$ cat config.mk
export PLATFORM = sky130hd
export DESIGN_NAME = gcbd_sqrt_cell
export DESIGN_NICKNAME = d
export VERILOG_FILES = /design/src/sv/great_circle_bearing_distance_defines.svh /design/src/sv/gcbd_pkg.sv /design/src/sv/gcbd_sqrt_cell.sv
export SDC_FILE = /design/constraint.sdc
export NUM_CORES = 1
export LEC_CHECK = 0
export ABC_AREA = 1
export BUFFER_PORTS_ARGS = -buffer_cell sky130_fd_sc_hd__buf_2
export CORE_AREA = 3 3 203 125
export DETAILED_ROUTE_END_ITERATION = 16
export DIE_AREA = 0 0 206 128
export SYNTH_ARGS = -nofsm -noshare
export SYNTH_HDL_FRONTEND = slang
export SYNTH_SLANG_ARGS = --single-unit
$ cat constraint.sdc
create_clock -name clock -period 4.85 [get_ports clock]
set_clock_uncertainty 0.05 [all_clocks]
set_input_delay 0.7275 -clock clock [delete_from_list [all_inputs] [get_ports clock]]
set_output_delay 0.7275 -clock clock [all_outputs]
set_load 0.05 [all_outputs]
$ cat src/sv/great_circle_bearing_distance_defines.svh
// Assertion macros shared by the great-circle bearing and distance RTL.
// Standalone header; the asserting module pulls it in by include.
`ifndef GREAT_CIRCLE_BEARING_DISTANCE_DEFINES_SVH
`define GREAT_CIRCLE_BEARING_DISTANCE_DEFINES_SVH

// Checks the consequence in the same cycle as the condition.
`define GCBD_ASSERT_SAME(lbl, clk, rst, ante, cons, msg) \
   lbl: assert property (@(posedge clk) disable iff (rst) (ante) |-> (cons)) \
      else $error(msg);

// Checks the consequence in the cycle after the condition.
`define GCBD_ASSERT_NEXT(lbl, clk, rst, ante, cons, msg) \
   lbl: assert property (@(posedge clk) disable iff (rst) (ante) |=> (cons)) \
      else $error(msg);

`endif

$ cat src/sv/gcbd_pkg.sv
// Shared constants, angle table and lane types for the great-circle unit.
// No dependencies; every module file refers to it by scoped names.
package gcbd_pkg;

   localparam int ANGLE_ITERATIONS = 16;
   localparam int STEP_W           = 5;

   localparam int DIV_STEPS = 32;
   localparam int DIV_LANES = 4;
   localparam int DIV_REM_W = 22;
   localparam logic [DIV_REM_W:0]   DIV_D    = 23'd3515625;
   localparam logic [DIV_REM_W-1:0] DIV_HALF = 22'd1757812;

   localparam int ROT_LANES = 5;
   localparam int VEC_W     = 35;

   localparam int SQRT_STEPS  = 31;
   localparam int SQRT_V_W    = 2 * SQRT_STEPS;
   localparam int SQRT_REM_W  = 33;
   localparam int SQRT_ROOT_W = 31;

   localparam logic signed [31:0] CORDIC_GAIN = 32'sd652032874;
   localparam logic [30:0] ONE_Q30  = 31'h4000_0000;
   localparam logic [31:0] CIRC_CM  = 32'd4003017359;
   localparam logic [30:0] DIST_MAX = 31'd2001508680;

   localparam logic signed [30:0] DEST_LAT_RESET = 31'sd129915189;
   localparam logic signed [31:0] DEST_LON_RESET = 32'sd802319912;

   localparam int CSR_IDX_W = 1;
   localparam logic [CSR_IDX_W-1:0] CSR_DEST_LAT = 1'b0;
   localparam logic [CSR_IDX_W-1:0] CSR_DEST_LON = 1'b1;

   localparam logic [31:0] ATAN_BAM [32] = '{
      32'h20000000, 32'h12E4051D, 32'h09FB385B, 32'h051111D4, 32'h028B0D43,
      32'h0145D7E1, 32'h00A2F61E, 32'h00517C55, 32'h0028BE53, 32'h00145F2E,
      32'h000A2F98, 32'h000517CC, 32'h00028BE6, 32'h000145F3, 32'h0000A2F9,
      32'h0000517C, 32'h000028BE, 32'h0000145F, 32'h00000A2F, 32'h00000517,
      32'h0000028B, 32'h00000145, 32'h000000A2, 32'h00000051, 32'h00000028,
      32'h00000014, 32'h0000000A, 32'h00000005, 32'h00000002, 32'h00000001,
      32'h00000000, 32'h00000000
   };

   typedef struct packed {
      logic                 neg;
      logic [DIV_REM_W-1:0] rem;
      logic [31:0]          work;
   } div_lane_type;

   typedef struct packed {
      logic               flip;
      logic signed [31:0] x;
      logic signed [31:0] y;
      logic signed [31:0] z;
   } rot_lane_type;

   typedef struct packed {
      logic                    zero;
      logic signed [VEC_W-1:0] x;
      logic signed [VEC_W-1:0] y;
      logic [31:0]             z;
   } vec_lane_type;

   typedef struct packed {
      logic [SQRT_V_W-1:0]    v;
      logic [SQRT_REM_W-1:0]  rem;
      logic [SQRT_ROOT_W-1:0] root;
   } sqrt_lane_type;

endpackage

$ cat src/sv/gcbd_sqrt_cell.sv
// One root bit of the restoring integer square root.
// Uses gcbd_pkg for the lane type and widths.
module gcbd_sqrt_cell (
   input  logic                    clock,
   input  logic                    en,
   input  gcbd_pkg::sqrt_lane_type src,
   output gcbd_pkg::sqrt_lane_type dst
);

   gcbd_pkg::sqrt_lane_type dst_ff;
   gcbd_pkg::sqrt_lane_type dst_in;

   always_comb begin
      logic [gcbd_pkg::SQRT_REM_W+1:0] r2;
      logic [gcbd_pkg::SQRT_REM_W+1:0] trial;
      logic [gcbd_pkg::SQRT_REM_W+1:0] diff;
      r2    = {src.rem, src.v[gcbd_pkg::SQRT_V_W-1 -: 2]};
      trial = {2'b00, src.root, 2'b01};
      diff  = r2 - trial;
      dst_in.v = {src.v[gcbd_pkg::SQRT_V_W-3:0], 2'b00};
      if (r2 >= trial) begin
         dst_in.rem  = diff[gcbd_pkg::SQRT_REM_W-1:0];
         dst_in.root = {src.root[gcbd_pkg::SQRT_ROOT_W-2:0], 1'b1};
      end else begin
         dst_in.rem  = r2[gcbd_pkg::SQRT_REM_W-1:0];
         dst_in.root = {src.root[gcbd_pkg::SQRT_ROOT_W-2:0], 1'b0};
      end
   end

   always_ff @(posedge clock) begin
      if (en) begin
         dst_ff <= dst_in;
      end
   end

   assign dst = dst_ff;

endmodule

# Word-level counts from Yosys, hierarchy flattened
# Cells that the tools add are included.
[op_classes]
add_sub_neg = 1
magnitude_cmp = 1
n_mux = 1
[op_table]
columns = ["cell", "n"]
rows = [
  ["$mux W64", 1],
  ["$ge A35 B33 Y1", 1],
  ["$sub A33 B33 Y33", 1],
]
[word_totals]
regBits = 124
in_bits = 128
output_inout_bits = 126
wordCells = 6

# Logic depth before layout (Yosys ltp)
[depth]
depth_word = 2
depth_mapped = 15
ltp_nobuf = 14

# Worst setup path after synthesis
# No wires, ideal clock.
[synth_timing]
path_type = "input port to flip-flop"
startpoint = "input src[28] (netlist name)"
endpoint = "register dst_ff, in the netlist dst[56], data pin"
setup_ns = 0.252
t_arrival_ns = 2.073
setup_slack_ns = 2.475
path_stages = 12
path_buffers = 1
path_cell_list = "inv_1 ha_1 nand2_1 inv_1 a21oi_1 nand2b_1 nand3_2 nor2_4 nand2_8 buf_12 nand3_2 nand2_1"
[synth_rtl]
columns = ["item", "line", "source"]
rows = [
  ["from (decl)", "gcbd_sqrt_cell.sv:6", "input gcbd_pkg::sqrt_lane_type src,"],
  ["to (signal assigned)", "gcbd_sqrt_cell.sv:32", "dst_ff <= dst_in;"],
  ["to (decl)", "gcbd_sqrt_cell.sv:10", "gcbd_pkg::sqrt_lane_type dst_ff;"],
]

==> out/results.tsv <==
metric	value	unit
Crit path arrival time	3120	ps
P&R area growth vs syn	31.2	%
Post-Syn Area per Cell	8.67	sq um
FP Rows	43	
Hold Crit Class	in -> reg	
via count	6117	
power per standard cell area	393	mW/mm^2
Final GP Congestion	0.929	
cell with the most instances after synthesis	nand2_1	
max reg flops	124	
diodes inserted	0	
Global Route met3 Usage	0.0566	
Clock Tree Root	clkbuf_16	
RSZ-0062 raised after global routing	no	
M1 GR Usage	0.255	
post-synthesis cell type count	32	
Via density	4.36	
die area	0.0264	sq mm
Post-DP Area	0.00864	sq mm
initial antenna violation count	2	
Max-Cap Viols	0	
Inserted Clock Buffers	17	
drt pass-1 iters	5	
top cells by area, synth	edfxtp_1 (53%), nand2_1 (15%), inv_1 (8.3%)	
Residual DRC	0	
Hold WS	424	ps
CTS tree	done	
Layout Utilization	0.397	
clock sink count	124	
die height	128	um
GRT Total Usage	0.163	
grt peak-use layer	met1	
Slew @ Worst Pin	949	ps
critical path type	in -> reg	
routed wire length	21.6	mm
max incr delay on CP	560	ps
flop and latch count out of synthesis	124	
Starting Density	0.302	
Worst setup EP type	flop	
GRT overflow	0	
Fill cells	2478	
post-CTS setup buffers	0	
Setup-failing EPs final	0	
post-cts resize count	0	
post-DP HPWL	17.1	mm
Final Max Slew Viols	0	
Setup TNS	0	ps
Post-Synth Adder-Cell Area	0.0585	
crit path cell chain	buf_2 -> inv_1 -> ha_1 -> nand2_1 -> inv_1 -> a21oi_1 -> nand2b_1 -> nand3_2 -> nor2_4 -> nand2_8 -> nand3_1 -> nand2_1	
Chip Width	206	um
Post-synth EDFFs	124	
CP max FO	35	
CP Launch Type	primary input	
Core ar.	0.0233	sq mm
min Tclk post-route	2990	ps
Boundary Pins	254	
initial DRC count	464	
IO Port Bufs	251	
Max clock buf depth	2	
Main synth FF type	edfxtp_1	
pin count of the biggest net entering global routing	102	
layout cells sized above 1	0.298	
Compound-Gate Fraction of Synth Area	0.0170	
synth warn	0	
CP required	4970	ps
sequential fraction of the synthesis area	0.527	
met2 Usage GRT	0.214	
VDD IR max	0.244	mV
routed length per instance	15.4	um
Slowest cell on crit path	nor2_4	
Final Instance Area	0.00926	sq mm
largest area contributor in the netlist	edfxtp_1	
mux cell area share after synthesis	0	
xor/xnor cell area share of the yosys netlist	0.0174	
H-tree levels	4	
clk slew on worst S/H paths	60	ps
status	finished, final reports clean	
antenna viol nets, final	0	
largest family of logic cells by synthesized area	simple AND/OR/NAND/NOR gates	
async set or reset register ratio after synthesis	0	
Syn Inst Count	814	
Leak Pwr	4.80	nW
final total power	3.64	mW
Max Fclk	0.334	GHz
fin crit share	0.617	
vias in the first global route	5736	
endpoints failing hold	0	
Post-CTS Hold Buffers	0	
simple logic cell fraction of the synthesized area	0.279	
first-pass GRT wire length	32.3	mm
# nets final	1237	
relative slew slack	0.367	
synth cell count leaders	nand2_1 (291), inv_1 (156), edfxtp_1 (124), nand3_1 (58), nor2_1 (35)	
Synth top area share	0.527	
synthesized area	0.00706	sq mm
-- cells by family (layout without fill, tap and decap cells) --
family / Yosys count / count (layout)
compound gates: 23 / 23
xor+xnor: 14 / 14
fa+ha+maj: 33 / 33
buf+inv: 176 / 450
flops: 124 / 124
other cells: 1 / 2
simple gates: 443 / 443
-- through the flow --
stage               setup WS [ps]  std cells
detailed placement           1450       1372
finish                       1860       1404
CTS                          1850       1404
floorplan                    2470        815
global route                 1610       1404
global placement             1480       1372
-- cell usage in the layout (no fill, tap or decap) --
| cell type | synthesis | routed |
|---|---|---|
| buf_2 | 6 | 250 |
| buf_4 | 2 | 2 |
| buf_6 | 1 | 1 |
| clkbuf_16 | 0 | 17 |
| xor2_1 | 13 | 13 |
| edfxtp_1 | 124 | 124 |
| nor2_1 | 35 | 35 |
| clkinvlp_4 | 0 | 1 |
| xnor2_1 | 1 | 1 |
| clkinv_2 | 0 | 2 |
| or2_2 | 1 | 1 |
| nand2_4 | 1 | 1 |
| nor2_4 | 1 | 1 |
| and3_1 | 1 | 1 |
| clkinv_4 | 0 | 6 |
| and2_1 | 3 | 3 |
| inv_6 | 0 | 1 |
| nand3b_1 | 9 | 9 |
| nand2_8 | 1 | 1 |
| bufinv_16 | 0 | 3 |
| a211oi_1 | 1 | 1 |
| o21ai_0 | 1 | 1 |
| inv_8 | 0 | 2 |
| nor3_1 | 9 | 9 |
| nand3_1 | 58 | 58 |
| nand4_1 | 5 | 5 |
| nor2_2 | 7 | 7 |
| inv_1 | 156 | 156 |
| o21bai_1 | 1 | 1 |
| nand2_1 | 291 | 291 |
| nand2b_1 | 1 | 1 |
| a21oi_1 | 20 | 20 |
| inv_2 | 9 | 9 |
| nand3_2 | 16 | 16 |
| conb_1 | 1 | 2 |
| nand2_2 | 4 | 4 |
| ha_1 | 33 | 33 |
-- metal layers --
layer / up-vias / share of wire
li1: 3103 / -
met4: 4 / 0.0062
met3: 15 / 0.11
met5: - / 0.00069
met1: 2762 / 0.51
met2: 233 / 0.38
-- final cells by class --
type / count / area [sq um] / area share
sequential: 124 / 3720 / 0.402
multi-input combinational: 515 / 2630 / 0.284
inverter: 165 / 619 / 0.0669
clock inverter: 15 / 191 / 0.0207
clock buffer: 17 / 425 / 0.0459
timing repair buffer: 253 / 1280 / 0.138
tap: 315 / 394 / 0.0426
-- report_power, final --
part,internal (mW),leakage [nW],switching (mW),total (mW)
Sequential,1.31,1.21,0.0256,1.33
Combinational,0.238,3.28,0.732,0.970
Clock,0.818,0.301,0.514,1.33
-- path summary, 6_finish.rpt --
check	from	to	slack (ps)	cells after the start
worst min-delay path	src[72]	dst[74]$_DFFE_PP_	420	1
worst max-delay path	src[27]	dst[63]$_DFFE_PP_	1860	12
-- critical path, delay by kind of cell --
kind / cells / cell delay, ps
and+or+nand+nor: 7 / 1560
adders and majority gates: 1 / 350
AOI/OAI and AO/OA: 1 / 240
buffers and inverters: 3 / 190
No activity file was read; power rests on OpenSTA's default activity.
