===== config.mk =====
export PLATFORM = sky130hd
export DESIGN_NAME = gcbd_div_cell
export DESIGN_NICKNAME = d
export VERILOG_FILES = /design/src/sv/great_circle_bearing_distance_defines.svh /design/src/sv/gcbd_pkg.sv /design/src/sv/gcbd_div_cell.sv
export SDC_FILE = /design/constraint.sdc
export NUM_CORES = 1
export LEC_CHECK = 0
export ABC_CLOCK_PERIOD_IN_PS = 2400
export BUFFER_PORTS_ARGS = -buffer_cell sky130_fd_sc_hd__buf_4
export CORE_AREA = 2 2 171 173
export DETAILED_ROUTE_END_ITERATION = 16
export DIE_AREA = 0 0 173 175
export PLACE_DENSITY = 0.69
export SYNTH_ARGS = -nofsm -noshare
export SYNTH_HDL_FRONTEND = slang
export SYNTH_SLANG_ARGS = --single-unit
export TNS_END_PERCENT = 10

===== constraint.sdc =====
create_clock -name clock -period 2.4 [get_ports clock]
set_input_delay 0.12 -clock clock [delete_from_list [all_inputs] [get_ports clock]]
set_output_delay 0.12 -clock clock [all_outputs]
set_load 0.1 [all_outputs]

===== src/sv/great_circle_bearing_distance_defines.svh =====
// Assertion macros shared by the great-circle bearing and distance RTL.
// Standalone header; the asserting module pulls it in by include.
`ifndef GREAT_CIRCLE_BEARING_DISTANCE_DEFINES_SVH
`define GREAT_CIRCLE_BEARING_DISTANCE_DEFINES_SVH

// Checks the consequence in the same cycle as the condition.
`define GCBD_ASSERT_SAME(lbl, clk, rst, ante, cons, msg) \
   lbl: assert property (@(posedge clk) disable iff (rst) (ante) |-> (cons)) \
      else $error(msg);

// Checks the consequence in the cycle after the condition.
`define GCBD_ASSERT_NEXT(lbl, clk, rst, ante, cons, msg) \
   lbl: assert property (@(posedge clk) disable iff (rst) (ante) |=> (cons)) \
      else $error(msg);

`endif


===== src/sv/gcbd_pkg.sv =====
// Shared constants, angle table and lane types for the great-circle unit.
// No dependencies; every module file refers to it by scoped names.
package gcbd_pkg;

   localparam int ANGLE_ITERATIONS = 16;
   localparam int STEP_W           = 5;

   localparam int DIV_STEPS = 32;
   localparam int DIV_LANES = 4;
   localparam int DIV_REM_W = 22;
   localparam logic [DIV_REM_W:0]   DIV_D    = 23'd3515625;
   localparam logic [DIV_REM_W-1:0] DIV_HALF = 22'd1757812;

   localparam int ROT_LANES = 5;
   localparam int VEC_W     = 35;

   localparam int SQRT_STEPS  = 31;
   localparam int SQRT_V_W    = 2 * SQRT_STEPS;
   localparam int SQRT_REM_W  = 33;
   localparam int SQRT_ROOT_W = 31;

   localparam logic signed [31:0] CORDIC_GAIN = 32'sd652032874;
   localparam logic [30:0] ONE_Q30  = 31'h4000_0000;
   localparam logic [31:0] CIRC_CM  = 32'd4003017359;
   localparam logic [30:0] DIST_MAX = 31'd2001508680;

   localparam logic signed [30:0] DEST_LAT_RESET = 31'sd129915189;
   localparam logic signed [31:0] DEST_LON_RESET = 32'sd802319912;

   localparam int CSR_IDX_W = 1;
   localparam logic [CSR_IDX_W-1:0] CSR_DEST_LAT = 1'b0;
   localparam logic [CSR_IDX_W-1:0] CSR_DEST_LON = 1'b1;

   localparam logic [31:0] ATAN_BAM [32] = '{
      32'h20000000, 32'h12E4051D, 32'h09FB385B, 32'h051111D4, 32'h028B0D43,
      32'h0145D7E1, 32'h00A2F61E, 32'h00517C55, 32'h0028BE53, 32'h00145F2E,
      32'h000A2F98, 32'h000517CC, 32'h00028BE6, 32'h000145F3, 32'h0000A2F9,
      32'h0000517C, 32'h000028BE, 32'h0000145F, 32'h00000A2F, 32'h00000517,
      32'h0000028B, 32'h00000145, 32'h000000A2, 32'h00000051, 32'h00000028,
      32'h00000014, 32'h0000000A, 32'h00000005, 32'h00000002, 32'h00000001,
      32'h00000000, 32'h00000000
   };

   typedef struct packed {
      logic                 neg;
      logic [DIV_REM_W-1:0] rem;
      logic [31:0]          work;
   } div_lane_type;

   typedef struct packed {
      logic               flip;
      logic signed [31:0] x;
      logic signed [31:0] y;
      logic signed [31:0] z;
   } rot_lane_type;

   typedef struct packed {
      logic                    zero;
      logic signed [VEC_W-1:0] x;
      logic signed [VEC_W-1:0] y;
      logic [31:0]             z;
   } vec_lane_type;

   typedef struct packed {
      logic [SQRT_V_W-1:0]    v;
      logic [SQRT_REM_W-1:0]  rem;
      logic [SQRT_ROOT_W-1:0] root;
   } sqrt_lane_type;

endpackage


===== src/sv/gcbd_div_cell.sv =====
// One restoring step of the degree to binary-angle conversion divider.
// Uses gcbd_pkg for the divisor and the lane type.
module gcbd_div_cell (
   input  logic                                          clock,
   input  logic                                          en,
   input  gcbd_pkg::div_lane_type [gcbd_pkg::DIV_LANES-1:0] src,
   output gcbd_pkg::div_lane_type [gcbd_pkg::DIV_LANES-1:0] dst
);

   gcbd_pkg::div_lane_type [gcbd_pkg::DIV_LANES-1:0] dst_ff;
   gcbd_pkg::div_lane_type [gcbd_pkg::DIV_LANES-1:0] dst_in;

   always_comb begin
      logic [gcbd_pkg::DIV_REM_W:0] t;
      logic [gcbd_pkg::DIV_REM_W:0] d;
      for (int k = 0; k < gcbd_pkg::DIV_LANES; k++) begin
         t = {src[k].rem, src[k].work[31]};
         d = t - gcbd_pkg::DIV_D;
         dst_in[k].neg = src[k].neg;
         if (t >= gcbd_pkg::DIV_D) begin
            dst_in[k].rem  = d[gcbd_pkg::DIV_REM_W-1:0];
            dst_in[k].work = {src[k].work[30:0], 1'b1};
         end else begin
            dst_in[k].rem  = t[gcbd_pkg::DIV_REM_W-1:0];
            dst_in[k].work = {src[k].work[30:0], 1'b0};
         end
      end
   end

   always_ff @(posedge clock) begin
      if (en) begin
         dst_ff <= dst_in;
      end
   end

   assign dst = dst_ff;

endmodule


# [Word-level counts from Yosys, hierarchy flattened]
# Index checks and enable logic that the tools add are counted.
[word_totals] wordCells=24 reg_bits=220 in_bits=222 output_inout_bits=220
[op_classes] addsub=4 mux=4 n_lt_le_gt_ge=4
[ops] operator="$mux W54" n=4
[ops] operator="$ge A23 B22 Y1 const B" n=4
[ops] operator="$sub A22 B22 Y22 const B" n=4

# [Longest topological paths before layout]
[depth] ltp_word=2 mapped_depth=9

# [Least setup slack after synthesis]
# OpenSTA, ideal clock, no wires.
[synth_timing] path_kind="input -> register" from="input port src[100] in the netlist's numbering" to="register dst_ff (netlist bit dst[104]), data pin" path_slack_ps=496 setup_ps=264 required_ps=2136 t_arrival_ps=1640 n_path_buf=1 stages=7 cell_sequence="or2_4 -> or4_4 -> or2_1 -> a31o_4 -> buf_6 -> a31oi_1 -> xor2_1"
[synth_rtl] item="start, declared" line_no="gcbd_div_cell.sv:6" source="input gcbd_pkg::div_lane_type [gcbd_pkg::DIV_LANES-1:0] src,"
[synth_rtl] item="end signal, assigned" line_no="gcbd_div_cell.sv:32" source="dst_ff <= dst_in;"
[synth_rtl] item="end, declared" line_no="gcbd_div_cell.sv:10" source="gcbd_pkg::div_lane_type [gcbd_pkg::DIV_LANES-1:0] dst_ff;"

==> impl.org <==
** Outcome
- Result of the run :: completed

** Synth
- Flip-flop and latch count after synthesis :: 220
- Syn Nets :: 817
- During synthesis, Yosys emitted a total of 0 warnings.
- Syn Inst Count :: 587
- After synthesis, flip-flops and latches occupy 73.38% of the total area.
- Post-synth EDFFs :: 220
- After synthesis the cells add up to 0.009002 mm².
- Synth area leaders :: edfxtp_1, xnor2_1, xor2_1
- A synthesized cell averages 15.34 µm².
- The largest total area in the synthesized netlist belongs to edfxtp_1.
- Counting flops with an async set or reset pin after synthesis yields a share of 0%.
- After synthesis, the largest area contributor takes up 73.38% of total cell area.
- Prevailing post-synth register cell :: edfxtp_1
- In this run, distinct cell masters in the synthesized netlist total 56.

** Power and ir drop
- Pleak :: 6.535 nW
- Cell internal pwr :: 7.762 mW
- Clock share of power :: 27.3%
- In this run, flip-flops and latches consume 37.9% of the power.
- Dividing total power by cell area gives a power density of 799.6 mW/mm².
- Net switching is 38.58% of the power.
- Combinational logic is responsible for 34.9% of the overall power.
- The worst-case IR drop observed on VDD is 0.0005864 V.
- For this design the total switching power over the nets is 4.875 mW.
- Summing internal, switching and leakage power gives 12.64 mW.

** Clocking
- CTS tree :: yes
- Count of H-tree levels built during CTS :: 1
- Clk Tree Root Cell :: clkbuf_16
- For this design, the sink count on the clock tree is 220.
- CTS clock-pin slew for the worst setup and hold paths :: 0.06 ns
- Num CTS Buffers :: 24
- No sink is reached through more buffers than the 3 on the longest clock path.

** Finish
- Leaving out fill and tap cells, the most frequent cell in the layout is buf_4.
- Compared with the post-synthesis result, the final layout area differs by 75.57%.
- Most frequent cells in the layout :: buf_4, edfxtp_1, dlygate4sd3_1
- The repair_antennas step left the layout with diodes totalling 0.
- The register with the most flip-flops in the layout has 220 of them.
- Fill count :: 2257
- Total Nets Final :: 1507
- Of the cells placed in the final design, the portion with a size suffix greater than 1 is 39.07%.

** Floorplan
- Starting Density :: 31.71%
- In this run the core area contains 62 standard-cell rows.
- 442 I/O pins were placed.
- Core Box Area :: 0.02839 mm²
- The floorplan step set the die width to 173 µm.
- Die Y :: 175 µm
- Die footprint :: 0.03028 mm²

** Global route
- Vias in the first global route :: 8126
- Antenna violations before repair :: 0
- Wire length of the first global-routing pass :: 46.37 mm
- Largest net degree at the start of global routing :: 56
- Summed over all layers, the global routing overflow is 0.
- Total GRT Usage :: 19.55%

** Drt
- The count of nets left with antenna violations once routing finished came out at 0.
- For this run, the detailed router's first-pass iteration total came to 5.
- WL final :: 30.99 mm
- Via count :: 7748
- Dividing the detail-routed wire length by the instance count gives 18.51 µm.
- Violation count after the first detailed-routing iteration :: 440
- Final routed DRC violation total :: 0
- After detailed routing, the number of vias per cell comes to 4.628.

** Worst setup path
- Tracing the worst setup path back leads to its startpoint at src[94].
- Largest fanout on the critical path :: 4
- Setup crit end kind :: flip-flop
- Data on the critical path arrives at its endpoint at 2.57 ns.
- The worst setup path is launched from a primary input.
- Req. time, crit path :: 2.65 ns
- Crit path kind :: in2reg

** Run
- Across the run, the number of max-cap violations was 0.

** Timing
- Tmin final :: 2.314 ns
- The max-slew violation total from the final report was 0.
- For the pin with the worst max-slew slack, the measured transition is 0.5956 ns.
- Setup total negative slack on the finished layout was measured at 0 ns.
- The final critical path takes up 96.42% of the cycle.
- The number of hold-slack violations in the final timing report came to 0.
- Slew margin rel. :: 59.73%
- Hold timing on the final database bottoms out at a slack of 0.03052 ns.
- Setup violations, final :: 0
- Maximum frequency from static timing analysis :: 432.2 MHz
- Setup repair after global routing left no endpoint under its margin.

** Min path
- Cell depth of the worst min-delay path :: 1
- In this run the most critical hold path is launched from en.
- Worst Hold Endpoint :: dst[164]
- The tightest min-delay check is of the in2reg type.

** Place
- Port buffer count :: 441
- At the end of routability-driven placement, the weighted congestion stood at 0.8623.
- Final HPWL from detailed placement :: 21.30 mm
[synth_stat cells, types with 4 or more instances]
cell type  count
edfxtp_1     220
xnor2_1       58
nand2_1       50
nor2_1        30
a21oi_1       28
o21ai_0       22
xor2_1        22
inv_1         14
nand3_1       13
a31oi_1        9
o31ai_1        9
buf_2          8
ha_1           8
a21o_1         7
and3_1         6
or3_1          6
nand2b_1       5
o211ai_1       5
nand4_1        4
[worst max-delay path by stage]
stage / end / cells past startpoint
6_report: dst[108] / 9
5_1_grt: dst[151] / 10
4_1_cts: dst[151] / 10
3_5_place_dp: dst[103] / 8
3_3_place_gp: dst[103] / 8
2_1_floorplan: dst[104] / 7
[through the flow]
step / instance area (µm²) / util, % / std cells / setup slack [ns]
finish: 15810 / 55.67 / 1674 / 0.08603
global route: 15810 / 55.67 / 1674 / 0.02289
CTS: 15770 / 55.54 / 1672 / 0.02831
detailed placement: 12890 / 45.41 / 1417 / 0.1719
global placement: 12890 / 45.41 / 1417 / 0.2333
floorplan: 9002 / - / 587 / 0.4964
[power groups by stage]
| stage | Clock, mW | Combinational (mW) | Sequential, mW |
|---|---|---|---|
| floorplan | 0 | 0.349 | 7.45 |
| global placement | 0 | 4.06 | 4.85 |
| detailed placement | 0 | 4.08 | 4.85 |
| CTS | 3.53 | 4.38 | 4.78 |
| global route | 3.69 | 4.53 | 4.82 |
| finish | 3.45 | 4.41 | 4.79 |
[logic make-up (layout without fill, tap and decap cells)]
kind of cell,count (synthesis),count (layout),share of synthesized area (%)
xor gates and xnor gates,80,80,7.783
buffers and inverters,24,727,1.195
and+or+nand+nor,149,149,8.770
adders and majority gates,8,8,1.112
AOI/OAI and AO/OA,104,104,7.519
muxes,2,2,0.2363
DFF,220,220,73.38
[cell type report]
cell class	instances	area, µm²	share of cell area [%]
tap	384	480.5	3.040
clock buffer	30	644.4	4.077
multi-input combinational	343	2311	14.62
sequential	220	6606	41.80
timing repair buffer	673	5638	35.67
inverter	15	56.30	0.3562
clock inverter	9	68.82	0.4354
[critical path, stage by stage]
cell and delay, ns:
dlygate4sd3_1 0.56, buf_4 0.17, or2_2 0.31, a311oi_2 0.34
o32a_1 0.24, a21boi_0 0.12, nand2_1 0.09, mux2i_1 0.06
dlygate4sd3_1 0.56
[layer usage]
metal	GRT usage (%)	wire length (µm)
met1	21.91	11280
met3	5.505	2593
met2	35.00	15920
met5	0	0
met4	8.016	1194
[what timing repair did]
item,4_1_cts,5_1_grt
resized for setup,0,4
hold buffers,216,0
setup buffers,0,2
setup endpoints to repair,0,2
hold endpoints to repair,214,0
No activity file was read; power rests on OpenSTA's default activity.
