$ cat src/sv/great_circle_bearing_distance_defines.svh
// Assertion macros shared by the great-circle bearing and distance RTL.
// Standalone header; the asserting module pulls it in by include.
`ifndef GREAT_CIRCLE_BEARING_DISTANCE_DEFINES_SVH
`define GREAT_CIRCLE_BEARING_DISTANCE_DEFINES_SVH

// Checks the consequence in the same cycle as the condition.
`define GCBD_ASSERT_SAME(lbl, clk, rst, ante, cons, msg) \
   lbl: assert property (@(posedge clk) disable iff (rst) (ante) |-> (cons)) \
      else $error(msg);

// Checks the consequence in the cycle after the condition.
`define GCBD_ASSERT_NEXT(lbl, clk, rst, ante, cons, msg) \
   lbl: assert property (@(posedge clk) disable iff (rst) (ante) |=> (cons)) \
      else $error(msg);

`endif

$ cat src/sv/gcbd_pkg.sv
// Shared constants, angle table and lane types for the great-circle unit.
// No dependencies; every module file refers to it by scoped names.
package gcbd_pkg;

   localparam int ANGLE_ITERATIONS = 16;
   localparam int STEP_W           = 5;

   localparam int DIV_STEPS = 32;
   localparam int DIV_LANES = 4;
   localparam int DIV_REM_W = 22;
   localparam logic [DIV_REM_W:0]   DIV_D    = 23'd3515625;
   localparam logic [DIV_REM_W-1:0] DIV_HALF = 22'd1757812;

   localparam int ROT_LANES = 5;
   localparam int VEC_W     = 35;

   localparam int SQRT_STEPS  = 31;
   localparam int SQRT_V_W    = 2 * SQRT_STEPS;
   localparam int SQRT_REM_W  = 33;
   localparam int SQRT_ROOT_W = 31;

   localparam logic signed [31:0] CORDIC_GAIN = 32'sd652032874;
   localparam logic [30:0] ONE_Q30  = 31'h4000_0000;
   localparam logic [31:0] CIRC_CM  = 32'd4003017359;
   localparam logic [30:0] DIST_MAX = 31'd2001508680;

   localparam logic signed [30:0] DEST_LAT_RESET = 31'sd129915189;
   localparam logic signed [31:0] DEST_LON_RESET = 32'sd802319912;

   localparam int CSR_IDX_W = 1;
   localparam logic [CSR_IDX_W-1:0] CSR_DEST_LAT = 1'b0;
   localparam logic [CSR_IDX_W-1:0] CSR_DEST_LON = 1'b1;

   localparam logic [31:0] ATAN_BAM [32] = '{
      32'h20000000, 32'h12E4051D, 32'h09FB385B, 32'h051111D4, 32'h028B0D43,
      32'h0145D7E1, 32'h00A2F61E, 32'h00517C55, 32'h0028BE53, 32'h00145F2E,
      32'h000A2F98, 32'h000517CC, 32'h00028BE6, 32'h000145F3, 32'h0000A2F9,
      32'h0000517C, 32'h000028BE, 32'h0000145F, 32'h00000A2F, 32'h00000517,
      32'h0000028B, 32'h00000145, 32'h000000A2, 32'h00000051, 32'h00000028,
      32'h00000014, 32'h0000000A, 32'h00000005, 32'h00000002, 32'h00000001,
      32'h00000000, 32'h00000000
   };

   typedef struct packed {
      logic                 neg;
      logic [DIV_REM_W-1:0] rem;
      logic [31:0]          work;
   } div_lane_type;

   typedef struct packed {
      logic               flip;
      logic signed [31:0] x;
      logic signed [31:0] y;
      logic signed [31:0] z;
   } rot_lane_type;

   typedef struct packed {
      logic                    zero;
      logic signed [VEC_W-1:0] x;
      logic signed [VEC_W-1:0] y;
      logic [31:0]             z;
   } vec_lane_type;

   typedef struct packed {
      logic [SQRT_V_W-1:0]    v;
      logic [SQRT_REM_W-1:0]  rem;
      logic [SQRT_ROOT_W-1:0] root;
   } sqrt_lane_type;

endpackage

$ cat src/sv/gcbd_rot_cell.sv
// One CORDIC rotation step for all sine/cosine lanes.
// Uses gcbd_pkg for the arctangent table and the lane type.
module gcbd_rot_cell (
   input  logic                                          clock,
   input  logic                                          en,
   input  logic [gcbd_pkg::STEP_W-1:0]                   step_idx,
   input  gcbd_pkg::rot_lane_type [gcbd_pkg::ROT_LANES-1:0] src,
   output gcbd_pkg::rot_lane_type [gcbd_pkg::ROT_LANES-1:0] dst
);

   gcbd_pkg::rot_lane_type [gcbd_pkg::ROT_LANES-1:0] dst_ff;
   gcbd_pkg::rot_lane_type [gcbd_pkg::ROT_LANES-1:0] dst_in;

   always_comb begin
      logic signed [31:0] dx;
      logic signed [31:0] dy;
      logic signed [31:0] ang;
      ang = $signed(gcbd_pkg::ATAN_BAM[step_idx]);
      for (int k = 0; k < gcbd_pkg::ROT_LANES; k++) begin
         dx = $signed(src[k].y) >>> step_idx;
         dy = $signed(src[k].x) >>> step_idx;
         dst_in[k].flip = src[k].flip;
         if (!src[k].z[31]) begin
            dst_in[k].x = src[k].x - dx;
            dst_in[k].y = src[k].y + dy;
            dst_in[k].z = src[k].z - ang;
         end else begin
            dst_in[k].x = src[k].x + dx;
            dst_in[k].y = src[k].y - dy;
            dst_in[k].z = src[k].z + ang;
         end
      end
   end

   always_ff @(posedge clock) begin
      if (en) begin
         dst_ff <= dst_in;
      end
   end

   assign dst = dst_ff;

endmodule

$ cat config.mk
export PLATFORM = sky130hd
export DESIGN_NAME = gcbd_rot_cell
export DESIGN_NICKNAME = d
export VERILOG_FILES = /design/src/sv/great_circle_bearing_distance_defines.svh /design/src/sv/gcbd_pkg.sv /design/src/sv/gcbd_rot_cell.sv
export SDC_FILE = /design/constraint.sdc
export NUM_CORES = 2
export LEC_CHECK = 0
export BUFFER_PORTS_ARGS = -buffer_cell sky130_fd_sc_hd__buf_2
export CORE_MARGIN = 3
export CORE_UTILIZATION = 45
export DETAILED_ROUTE_END_ITERATION = 6
export PLACE_DENSITY = 0.73
export SLEW_MARGIN = 30
export SYNTH_ARGS = -nofsm -noshare
export SYNTH_HDL_FRONTEND = slang
export SYNTH_SLANG_ARGS = --single-unit
$ cat constraint.sdc
create_clock -name clock -period 19.4 [get_ports clock]
set_input_delay 3.88 -clock clock [delete_from_list [all_inputs] [get_ports clock]]
set_output_delay 3.88 -clock clock [all_outputs]
set_load 0.1 [all_outputs]
# --- After elaboration in Yosys (flattened, before gate mapping) ---
# Memory sizes are Yosys's and may differ from the RTL's.
# Cells that the tools add are included.
classes:
  n_addsub: 30
  magnitude_cmp: 1
  shift: 10
  n_mux: 7
  n_bitwise: 1
op_table:
  columns: ["op", "count"]
  rows:
  - ["adder 32 bit", 15]
  - ["2-to-1 mux 96 bit", 5]
  - ["subtractor 32 bit", 15]
  - [">>> shifter 32 x 5 -> 32 bit", 10]
  - ["2-to-1 mux 32 bit", 2]
  - ["greater-or-equal comparator 6 bit, second input constant", 1]
  - ["inverter 5 -> 6 bit", 1]
totals:
  register_bits: 485
  rom_bits: 1024
  input_bits: 492
  out_inout_bits: 485
  word_cells: 70
  n_memories: 1
memory_table:
  columns: ["memory", "words", "word_bits", "read_ports", "rd_clocked_by_memory_dff", "write_ports", "line_no", "rtl"]
  rows:
  - ["(no name shown)", 32, 32, 1, 0, 0, "gcbd_rot_cell.sv:18", "ang = $signed(gcbd_pkg::ATAN_BAM[step_idx]);"]

# --- Logic depth before layout (Yosys ltp) ---
depth:
  ltp_word: 6
  depth_mapped: 34
  ltp_nobuf: 25

# --- Worst setup path after synthesis ---
# Ideal clock, no wire load.
synth_path:
  path_type: "input port to flip-flop"
  from: "input port step_idx[1] (netlist bit)"
  to: "register dst_ff, in the netlist dst[418], data pin"
  setup_ns: 0.258
  t_arrival_ns: 10.296
  required_time_ns: 19.142
  slack_ns: 8.847
  stages: 29
  path_buffers: 8
  path_cell_list: "buf_2 > inv_2 > buf_4 > buf_4 > buf_4 > buf_4 > buf_2 > ha_1 > mux4_2 > mux2i_1 > and3_1 > clkbuf_1 > nor4bb_1 > and3_1 > buf_2 > nand2_1 > nand2_1 > mux2i_1 > ha_1 > a21o_1 > a21oi_1 > o21ai_0 > a2111oi_0 > o31ai_1 > a41oi_1 > o21ai_0 > a221o_1 > a21oi_1 > xnor2_1"
synth_rtl:
  columns: ["element", "line_no", "rtl"]
  rows:
  - ["start: declaration", "gcbd_rot_cell.sv:6", "input logic [gcbd_pkg::STEP_W-1:0] step_idx,"]
  - ["end signal: assignment", "gcbd_rot_cell.sv:37", "dst_ff <= dst_in;"]
  - ["end: declaration", "gcbd_rot_cell.sv:11", "gcbd_pkg::rot_lane_type [gcbd_pkg::ROT_LANES-1:0] dst_ff;"]

==> metrics.txt <==
Final Max Tran Viols=0; H-tree level count=2; Max Fclk=82.99 MHz; Worst IR Drop VDD=0.0001237 V; Clk pin slew, worst setup/hold paths=0.07 ns; post-CTS setup buffers=0; Top delay family on crit path=compound AO/OA/AOI/OAI gates; Synth Area in XOR/XNOR=0.09449; port buffer count=976; Synthesized Nets=8454; crit path capture=dst[225]$_DFFE_PP_; Num CTS Buffers=58; Die Wd=396.1 µm; CP required=19.89 ns; cell count after synthesis=7414; Synth cell types=113; Commonest cells post-synth=nor2_1, a21oi_1, nand2_1, ha_1, edfxtp_1; Avg Cell Area, Syn=approximately 9.2 µm²; CP peak stage delay=0.77 ns; fin crit share=0.6211; most used flip-flop cell after synthesis=edfxtp_1; Synth top area share=0.2126; Synth Warn #=0; normalized max-slew margin=0.2132; outcome=complete, no violations; post-CTS resize count=0; metal2 WL=141.5 mm; antenna viol nets, final=0; DR WL/cell=just over 30 µm; CP startpoint kind=input pin; nets=9154; all-layer global routing usage=0.3793; Worst path most repeated cell=a21oi_1; Die Y=396.1 µm; Synth Cell Area=0.06850 mm²; gr ovfl total=0; largest cells by area after synthesis=edfxtp_1, mux4_2, ha_1; Max-cap violations=0; mux share of post-synthesis cell area=0.1985; largest family of logic cells by synthesized area=compound AO/OA/AOI/OAI gates; CTS Buffer Depth=3; CORE AREA=between 0.15 and 0.2 mm²; post-synthesis compound-gate area fraction=0.2138; Buf/Inv on CP=4; post-synthesis simple-gate area fraction=0.1380; Die ar.=0.1569 mm²; CP max stage cell=a2111oi_0; Crit. End Element=flop; largest net degree at the start of global routing=about 140; min-delay worst type=in2reg; # clock sinks=485; Hold Buf Count CTS=0; adder-cell share of the synthesized area=0.1017; post-DP HPWL=242.8 mm; CTS tree=built; max reg flops=around 490; first-pass GRT wire length=roughly 450 mm; leakage=31.89 nW; highest metal used=met5; final WL=313.7 mm; DRT iter0 DRCs=~8500; DRT Pass-1 Iters=7; Starting Density=0.4552; Worst Tran Pin Value=around 1.2 ns; cell area power density=106.5 mW/mm²; Crit. Startpoint=step_idx[0]; share of cells above drive strength 1=0.2210; M1 wire length=around 110 mm; clock root buffer=clkbuf_16; Final Setup Violations=0; worst hold slack=3.344 ns; cell taking the most area after synthesis=edfxtp_1; most frequent cell after synthesis=nor2_1; unrepaired setup endpoints after global routing=no; drt drc=0; worst-path fanout max=105; Yosys reg bits=slightly below 500; CP arrival=12.54 ns; wire length on met3=roughly 34 mm; GPL Wtd Cong=approximately 1.0; number of synthesized flops with an enable pin=slightly below 500; Final Critical Period=approximately 12 ns; Hold Fails Final Rpt=0; row cnt=142; vias in the first global route=65570; WS Path Type=in2reg; setup TNS=0 ns; number of stages on the worst setup path=25; Async SR Flop Fraction=0; Vias/cell=between 6 and 7; initial antenna violation count=about 110; # IOs=roughly 980; Area Growth Syn to Fin=12.45%; Seq/Total Area, Yosys=0.2126; Via Count=69420
## through the flow
stage	utilization	instances	instance area [µm²]	power, mW	setup WS (ns)
6_report	0.5118	10270	77030	8.203	7.350
3_5_place_dp	0.4957	10070	74590	6.907	6.754
4_1_cts	0.5097	10180	76700	8.158	7.502
3_3_place_gp	0.4956	10070	74580	6.887	6.935
2_1_floorplan	-	7414	68500	5.734	8.847
5_1_grt	0.5116	10260	76990	8.522	6.727
## layout make-up
| type | instances | area (µm²) |
|---|---|---|
| clock buffers | 64 | 1474 |
| flip-flops and latches | 485 | 14560 |
| well taps | 2016 | 2522 |
| clock inverters | 45 | 631.9 |
| repair buffers | 1056 | 5718 |
| inverters | 161 | 624.3 |
| multi-input cells | 6352 | 51260 |
| fillers | 14110 | 73460 |
| diodes | 94 | 235.2 |
## cell families (layout without fill, tap and decap cells)
kind of cell | count (synthesis) | in the layout
adder cells (fa/ha/maj) | 548 | 548
XOR/XNOR | 739 | 739
multiplexers | 839 | 839
flip-flops | 485 | 485
AND/OR/NAND/NOR | 1995 | 1995
buffers and inverters | 577 | 1326
AO/OA/AOI/OAI | 2231 | 2231
other | 0 | 94
## metal layers
metal	track usage	vias up
li1	-	30010
met1	0.4567	33380
met2	0.6006	4842
met3	0.08839	1181
met4	0.2628	14
met5	0	-
## how the worst min path moves through the flow
stage                   from  cells after the start            endpoint  slack (ns)
floorplan           src[193]                      0  dst[193]$_DFFE_PP_        3.98
global placement    src[193]                      1  dst[193]$_DFFE_PP_        4.06
detailed placement  src[290]                      1  dst[290]$_DFFE_PP_        4.06
CTS                 src[387]                      1  dst[387]$_DFFE_PP_        3.32
global route        src[387]                      1  dst[387]$_DFFE_PP_        3.33
finish              src[387]                      1  dst[387]$_DFFE_PP_        3.34
## layout by cell type, fill, tap and decap left out, drive strengths merged, types with 26 or more instances in the layout
master and count:
buf 1055, nor2 614, a21oi 606, nand2 597
ha 533, edfxtp 485, xnor2 460, o21ai 412
mux4 395, mux2i 294, xor2 279, a21o 228
inv 164, mux2 150, nand3 140, o21a 124
a31oi 124, nor3 104, diode 94, a211oi 90
and3 85, nand2b 76, o22ai 74, and2 73
nor2b 72, clkbuf 65, o21bai 57, o211ai 53
a221oi 48, nand4 46, a22oi 40, o221ai 36
or2 36, or3 33, a21boi 30, o31ai 27
clkinv 27, a41oi 26, nor4 26
## where the power goes
part | switching, mW | leakage, nW | internal [mW]
registers | 0.144 | 4.75 | 1.57
logic | 3.93 | 26.1 | 1.34
clock network | 0.502 | 1.01 | 0.714
Power figures use the tool's default switching activity.
