==> src/sv/great_circle_bearing_distance_defines.svh <==
// Assertion macros shared by the great-circle bearing and distance RTL.
// Standalone header; the asserting module pulls it in by include.
`ifndef GREAT_CIRCLE_BEARING_DISTANCE_DEFINES_SVH
`define GREAT_CIRCLE_BEARING_DISTANCE_DEFINES_SVH

// Checks the consequence in the same cycle as the condition.
`define GCBD_ASSERT_SAME(lbl, clk, rst, ante, cons, msg) \
   lbl: assert property (@(posedge clk) disable iff (rst) (ante) |-> (cons)) \
      else $error(msg);

// Checks the consequence in the cycle after the condition.
`define GCBD_ASSERT_NEXT(lbl, clk, rst, ante, cons, msg) \
   lbl: assert property (@(posedge clk) disable iff (rst) (ante) |=> (cons)) \
      else $error(msg);

`endif

==> src/sv/gcbd_pkg.sv <==
// Shared constants, angle table and lane types for the great-circle unit.
// No dependencies; every module file refers to it by scoped names.
package gcbd_pkg;

   localparam int ANGLE_ITERATIONS = 16;
   localparam int STEP_W           = 5;

   localparam int DIV_STEPS = 32;
   localparam int DIV_LANES = 4;
   localparam int DIV_REM_W = 22;
   localparam logic [DIV_REM_W:0]   DIV_D    = 23'd3515625;
   localparam logic [DIV_REM_W-1:0] DIV_HALF = 22'd1757812;

   localparam int ROT_LANES = 5;
   localparam int VEC_W     = 35;

   localparam int SQRT_STEPS  = 31;
   localparam int SQRT_V_W    = 2 * SQRT_STEPS;
   localparam int SQRT_REM_W  = 33;
   localparam int SQRT_ROOT_W = 31;

   localparam logic signed [31:0] CORDIC_GAIN = 32'sd652032874;
   localparam logic [30:0] ONE_Q30  = 31'h4000_0000;
   localparam logic [31:0] CIRC_CM  = 32'd4003017359;
   localparam logic [30:0] DIST_MAX = 31'd2001508680;

   localparam logic signed [30:0] DEST_LAT_RESET = 31'sd129915189;
   localparam logic signed [31:0] DEST_LON_RESET = 32'sd802319912;

   localparam int CSR_IDX_W = 1;
   localparam logic [CSR_IDX_W-1:0] CSR_DEST_LAT = 1'b0;
   localparam logic [CSR_IDX_W-1:0] CSR_DEST_LON = 1'b1;

   localparam logic [31:0] ATAN_BAM [32] = '{
      32'h20000000, 32'h12E4051D, 32'h09FB385B, 32'h051111D4, 32'h028B0D43,
      32'h0145D7E1, 32'h00A2F61E, 32'h00517C55, 32'h0028BE53, 32'h00145F2E,
      32'h000A2F98, 32'h000517CC, 32'h00028BE6, 32'h000145F3, 32'h0000A2F9,
      32'h0000517C, 32'h000028BE, 32'h0000145F, 32'h00000A2F, 32'h00000517,
      32'h0000028B, 32'h00000145, 32'h000000A2, 32'h00000051, 32'h00000028,
      32'h00000014, 32'h0000000A, 32'h00000005, 32'h00000002, 32'h00000001,
      32'h00000000, 32'h00000000
   };

   typedef struct packed {
      logic                 neg;
      logic [DIV_REM_W-1:0] rem;
      logic [31:0]          work;
   } div_lane_type;

   typedef struct packed {
      logic               flip;
      logic signed [31:0] x;
      logic signed [31:0] y;
      logic signed [31:0] z;
   } rot_lane_type;

   typedef struct packed {
      logic                    zero;
      logic signed [VEC_W-1:0] x;
      logic signed [VEC_W-1:0] y;
      logic [31:0]             z;
   } vec_lane_type;

   typedef struct packed {
      logic [SQRT_V_W-1:0]    v;
      logic [SQRT_REM_W-1:0]  rem;
      logic [SQRT_ROOT_W-1:0] root;
   } sqrt_lane_type;

endpackage

==> src/sv/gcbd_vec_cell.sv <==
// One CORDIC vectoring step of an atan2 chain.
// Uses gcbd_pkg for the arctangent table and the lane type.
module gcbd_vec_cell (
   input  logic                        clock,
   input  logic                        en,
   input  logic [gcbd_pkg::STEP_W-1:0] step_idx,
   input  gcbd_pkg::vec_lane_type      src,
   output gcbd_pkg::vec_lane_type      dst
);

   gcbd_pkg::vec_lane_type dst_ff;
   gcbd_pkg::vec_lane_type dst_in;

   always_comb begin
      logic signed [gcbd_pkg::VEC_W-1:0] dx;
      logic signed [gcbd_pkg::VEC_W-1:0] dy;
      logic [31:0]                       ang;
      ang = gcbd_pkg::ATAN_BAM[step_idx];
      dx  = $signed(src.y) >>> step_idx;
      dy  = $signed(src.x) >>> step_idx;
      dst_in.zero = src.zero;
      if (!src.y[gcbd_pkg::VEC_W-1] && (src.y != '0)) begin
         dst_in.x = src.x + dx;
         dst_in.y = src.y - dy;
         dst_in.z = src.z + ang;
      end else begin
         dst_in.x = src.x - dx;
         dst_in.y = src.y + dy;
         dst_in.z = src.z - ang;
      end
   end

   always_ff @(posedge clock) begin
      if (en) begin
         dst_ff <= dst_in;
      end
   end

   assign dst = dst_ff;

endmodule

==> config.mk <==
export PLATFORM = sky130hd
export DESIGN_NAME = gcbd_vec_cell
export DESIGN_NICKNAME = d
export VERILOG_FILES = /design/src/sv/great_circle_bearing_distance_defines.svh /design/src/sv/gcbd_pkg.sv /design/src/sv/gcbd_vec_cell.sv
export SDC_FILE = /design/constraint.sdc
export NUM_CORES = 1
export LEC_CHECK = 0
export ABC_AREA = 1
export ABC_CLOCK_PERIOD_IN_PS = 4600
export BUFFER_PORTS_ARGS = -buffer_cell sky130_fd_sc_hd__buf_2
export CORE_ASPECT_RATIO = 2
export CORE_MARGIN = 2
export CORE_UTILIZATION = 35
export CTS_BUF_LIST = sky130_fd_sc_hd__clkbuf_8
export DETAILED_ROUTE_END_ITERATION = 10
export HOLD_SLACK_MARGIN = 0.05
export PLACE_DENSITY = 0.5
export SYNTH_ARGS = -nofsm -noshare
export SYNTH_HDL_FRONTEND = slang
export SYNTH_SLANG_ARGS = --single-unit
==> constraint.sdc <==
create_clock -name clock -period 4.6 [get_ports clock]
set_clock_uncertainty 0.15 [all_clocks]
set_input_delay 0.23 -clock clock [delete_from_list [all_inputs] [get_ports clock]]
set_output_delay 0.23 -clock clock [all_outputs]
set_load 0.02 [all_outputs]
# --- Word level (Yosys, flattened, before mapping) ---
# Memory sizes are Yosys's and may differ from the RTL's.
# Cells that the tools add are included.
totals:
  n_memories: 1
  input_bits: 110
  latch_bits: 0
  romBits: 1024
  out_inout_bits: 103
  word_cells: 21
  regBits: 103
  ram_bits: 0
op_classes:
  magnitude_cmp: 1
  add_sub_neg: 6
  eq_ne: 0
  bitwise: 1
  div: 0
  shift: 2
  n_mul: 0
  n_mux: 3
  reduce_logical: 3
memory_table:
  columns: ["name", "words", "word_bits", "read_ports", "rd_clocked_by_memory_dff", "wr", "line_no", "source"]
  rows:
  - ["(name not given)", 32, 32, 1, 0, 0, "gcbd_vec_cell.sv:18", "ang = gcbd_pkg::ATAN_BAM[step_idx];"]
ops:
  columns: ["cell", "n"]
  rows:
  - ["$mux W102", 1]
  - ["$add A35 B35 Y35", 2]
  - ["$sshr A35 B5 Y35", 2]
  - ["$sub A35 B35 Y35", 2]
  - ["$mux W32", 2]
  - ["$reduce_bool A35 Y1", 1]
  - ["$add A32 B32 Y32", 1]
  - ["$sub A32 B32 Y32", 1]
  - ["$ge A6 B6 Y1 const B", 1]
  - ["$not A5 Y6", 1]
  - ["$logic_and A1 B1 Y1", 1]
  - ["$logic_not A1 Y1", 1]

# --- Depth between registers and ports, before layout ---
depth:
  ltp_word: 6
  mapped_depth: 35
  ltp_nobuf: 33

# --- Worst setup path before layout ---
# Ideal clock, no wire load.
synth_path:
  path_type: "input port to flip-flop"
  from: "in step_idx[1] (netlist bit)"
  to: "reg dst_ff (netlist bit dst[26]), data pin"
  setup_time_ns: 0.252
  path_buffers: 2
  required_ns: 4.198
  stages: 31
  path_slack_ns: 0.392
  arrival_time_ns: 3.806
  path_cell_list: "buf_4 inv_4 buf_2 ha_1 inv_1 nor2_1 inv_2 nand2_1 nor2_1 inv_1 nor2_1 nor2_1 a21oi_1 inv_1 nor2_1 nand4_1 nor2_2 nand2_2 nand2_4 xor2_1 ha_1 a21o_1 a21oi_1 nand2_1 a31oi_1 o21ai_0 a21oi_1 o21ai_0 nand2_1 a21o_1 nand2_1"
synth_lines:
  columns: ["element", "line_no", "source"]
  rows:
  - ["from (decl)", "gcbd_vec_cell.sv:6", "input logic [gcbd_pkg::STEP_W-1:0] step_idx,"]
  - ["to (signal assigned)", "gcbd_vec_cell.sv:35", "dst_ff <= dst_in;"]
  - ["to (decl)", "gcbd_vec_cell.sv:11", "gcbd_pkg::vec_lane_type dst_ff;"]

==> key figures <==
Outcome
  • Outcome: complete, no violations

Detailed routing
  • DR WL met3: between 2000 and 3000 um
  • Vias/cell: 5.14
  • Uppermost routed layer: met5
  • Met2 WL: between 30000 and 40000 um
  • Detailed Route WL: 67800 um
  • Wire length per cell: roughly 18 um
  • Routed vias: roughly 19000
  • Router iterations before antenna repair: 6
  • Initial DRC count: ~1200
  • ANT nets after route: 0
  • # DRC: 0
  • Met1 wire length: ~28000 um

Clock tree
  • CTS max path bufs: 2
  • Root buf cell: clkbuf_8
  • # H-tree levels: 3
  • Num CTS Buffers: 9
  • Clock sinks: roughly 100
  • CTS tree: yes
  • Clock transition at path regs: between 0.1 and 0.15 ns

Finish
  • Storage cell area: roughly 3100 sq um
  • Number of flip-flops in the largest register: about 100
  • # fillers: around 4700
  • Nets: 3420
  • Multi-input gate area: ~11000 sq um
  • Fin area: 21900 sq um
  • Layout cells sized above 1: between 20% and 30%
  • Area grow syn2layout: 41.6%

Die
  • Die width: about 150 um
  • Die Span Y: 301 um
  • Initial Util: about a third
  • Std cell rows: between 100 and 150
  • Ports: 213
  • Core ar.: 43900 sq um
  • Die area: between 40000 and 50000 sq um

Placement
  • Setup WS pre-CTS: -0.372 ns
  • Port bufs: ~210
  • Dpl cell area: approximately 21000 sq um
  • HPWL after DPL: 57500 um
  • GPL Wtd Cong: between 1 and 1.5

Synth
  • Ys async rst share: 0%
  • Syn_area_per_cell: between 6 and 7 sq um
  • EDFF count, synth: 103
  • Synth cell types: 55
  • Top-count cell post-synth: nand2_1
  • FF+latch count, synth: 103
  • Sequential area share after synthesis: between 20% and 30%
  • Synth top area share: 20.0%
  • Cell taking the most area after synthesis: edfxtp_1
  • Net Count, Synth: approximately 2700
  • Main synth FF type: edfxtp_1
  • Synth cell count leaders: nand2_1 (765), nand3_1 (344), inv_1 (204)
  • Post-Syn Area: around 15000 sq um
  • YS warnings: 0
  • Post-synthesis cell count: about 2500
  • Ranking of synthesized cells by area: edfxtp_1 (20%), nand2_1 (19%), nand3_1 (11%)

Setup path
  • Arr. time, crit path: 4.47 ns
  • Crit path max fanout: 5
  • Worst Setup Start Kind: primary input
  • Worst path required time: 4.67 ns
  • Setup crit end kind: flop
  • Worst Path Class, Setup: primary input to flop

Global route
  • Vias in the first global route: 18700
  • All-Layer GR Usage: 28.8%
  • Remaining global-route overflow: 0
  • Initial antenna violation count: 2
  • Largest net degree at the start of global routing: a little under 50
  • First-pass GRT wire length: just over 100000 um

Hold path
  • HP Start: src[31]
  • Hold Crit Depth: 4
  • Worst min-delay path category: primary input to flop
  • Hold Path End: dst[31]

STA
  • Unrepaired setup endpoints after global routing: true
  • Max-slew headroom: between 50 and 60%
  • Post-route clock period utilization: between 90% and 100%
  • Worst-Margin Slew: about 0.62 ns
  • Hold Vio Cnt, Final: 0
  • Slew Viols, Final: 0
  • Final setup vio count: 0
  • Max Freq: about 0.23 GHz
  • Final min period: around 4.4 ns
  • PnR worst setup slack: 0.204 ns

Pwr
  • Pleak: 11.2 nW
  • Peak VDD IR: 0.189 mV
  • P per Cell Area: about 300 nW/um^2

Job
  • Number of max-cap violations: 0
-- repair_timing --
item                                   in CTS  in global routing
hold buffers                                7                  0
setup buffers                               0                  2
setup endpoints to repair                   0                 36
endpoints found under the hold margin      25                  0
gates resized for setup                     0                 71
-- logic make-up (layout without fill, tap and decap cells) --
kind of cell,count (synthesis),in the layout,share of synthesized area [%]
simple gates,1405,1405,38.9
compound gates,368,368,13.7
buf+inv,306,1050,8.80
xor+xnor,169,169,9.57
fa+ha+maj,110,110,9.05
flops,103,103,20.0
other cells,0,1,0
-- metal layers --
layer / GRT usage (%) / vias to the layer above
li1: - / 9723
met1: 35.1 / 8931
met2: 52.9 / 564
met3: 2.18 / 106
met4: 10.6 / 2
met5: 0 / -
-- worst max-delay path: stages --
cell           delay [ns]
dlygate4sd3_1        0.53
buf_2                0.19
inv_1                0.11
nand2_1              0.08
nand3_1              0.10
nand2_1              0.08
a21boi_1             0.17
nand2_1              0.10
nand3_1              0.13
nand2_1              0.14
nor2_2               0.16
nand2_1              0.07
nor2_2               0.23
a21oi_1              0.12
xnor2_1              0.21
ha_1                 0.30
a21oi_1              0.19
o21ai_0              0.15
a21oi_1              0.15
buf_4                0.13
o21ai_2              0.07
buf_4                0.14
nand2_1              0.06
o211ai_1             0.13
a31oi_2              0.24
inv_1                0.07
nand3_1              0.08
nand2_1              0.09
-- cell usage in the layout (no fill, tap or decap), types with 88 or more instances in the layout --
| master | count |
|---|---|
| edfxtp_1 | 103 |
| nand3_1 | 342 |
| o21ai_0 | 88 |
| a21oi_1 | 127 |
| buf_2 | 209 |
| nor2_1 | 194 |
| xor2_1 | 108 |
| ha_1 | 103 |
| inv_1 | 204 |
| nand2_1 | 761 |
| buf_4 | 581 |
-- metrics by stage --
step           total power [mW]  TNS, ns  utilization, %  cells  hold slack (ns)
6_report                   6.55        0            49.9   3761            0.105
4_1_cts                    6.51        0            49.2   3759           0.0787
5_1_grt                    7.02   -0.108            49.9   3761            0.110
3_5_place_dp               5.76    -4.89            48.6   3736            0.271
3_3_place_gp               5.77    -4.09            48.6   3736            0.258
2_1_floorplan              3.73        0               -   2461            0.179
-- power by group --
| group | internal [mW] | total, mW | switching, mW |
|---|---|---|---|
| clock | 0.272 | 0.710 | 0.438 |
| combinational | 1.90 | 4.35 | 2.45 |
| sequential | 1.41 | 1.48 | 0.0713 |
| total | 3.58 | 6.55 | 2.96 |
-- worst max-delay path by stage --
stage | startpoint | end | depth (start not counted)
after floorplan | step_idx[1] | dst[26] | 31
after global placement | step_idx[1] | dst[66] | 30
after detailed placement | step_idx[1] | dst[66] | 30
after CTS | src[67] | dst[60] | 30
after global routing | src[101] | dst[66] | 29
final | src[101] | dst[66] | 28
-- cell type report --
type                       instances  area share (%)
clock buffer                       9           0.566
tap                              555            3.17
timing repair buffer             814            26.5
clock inverter                     7           0.446
antenna                            1          0.0114
multi-input combinational       2052            51.4
sequential                       103            14.1
inverter                         220            3.82
No activity file was read; power rests on OpenSTA's default activity.
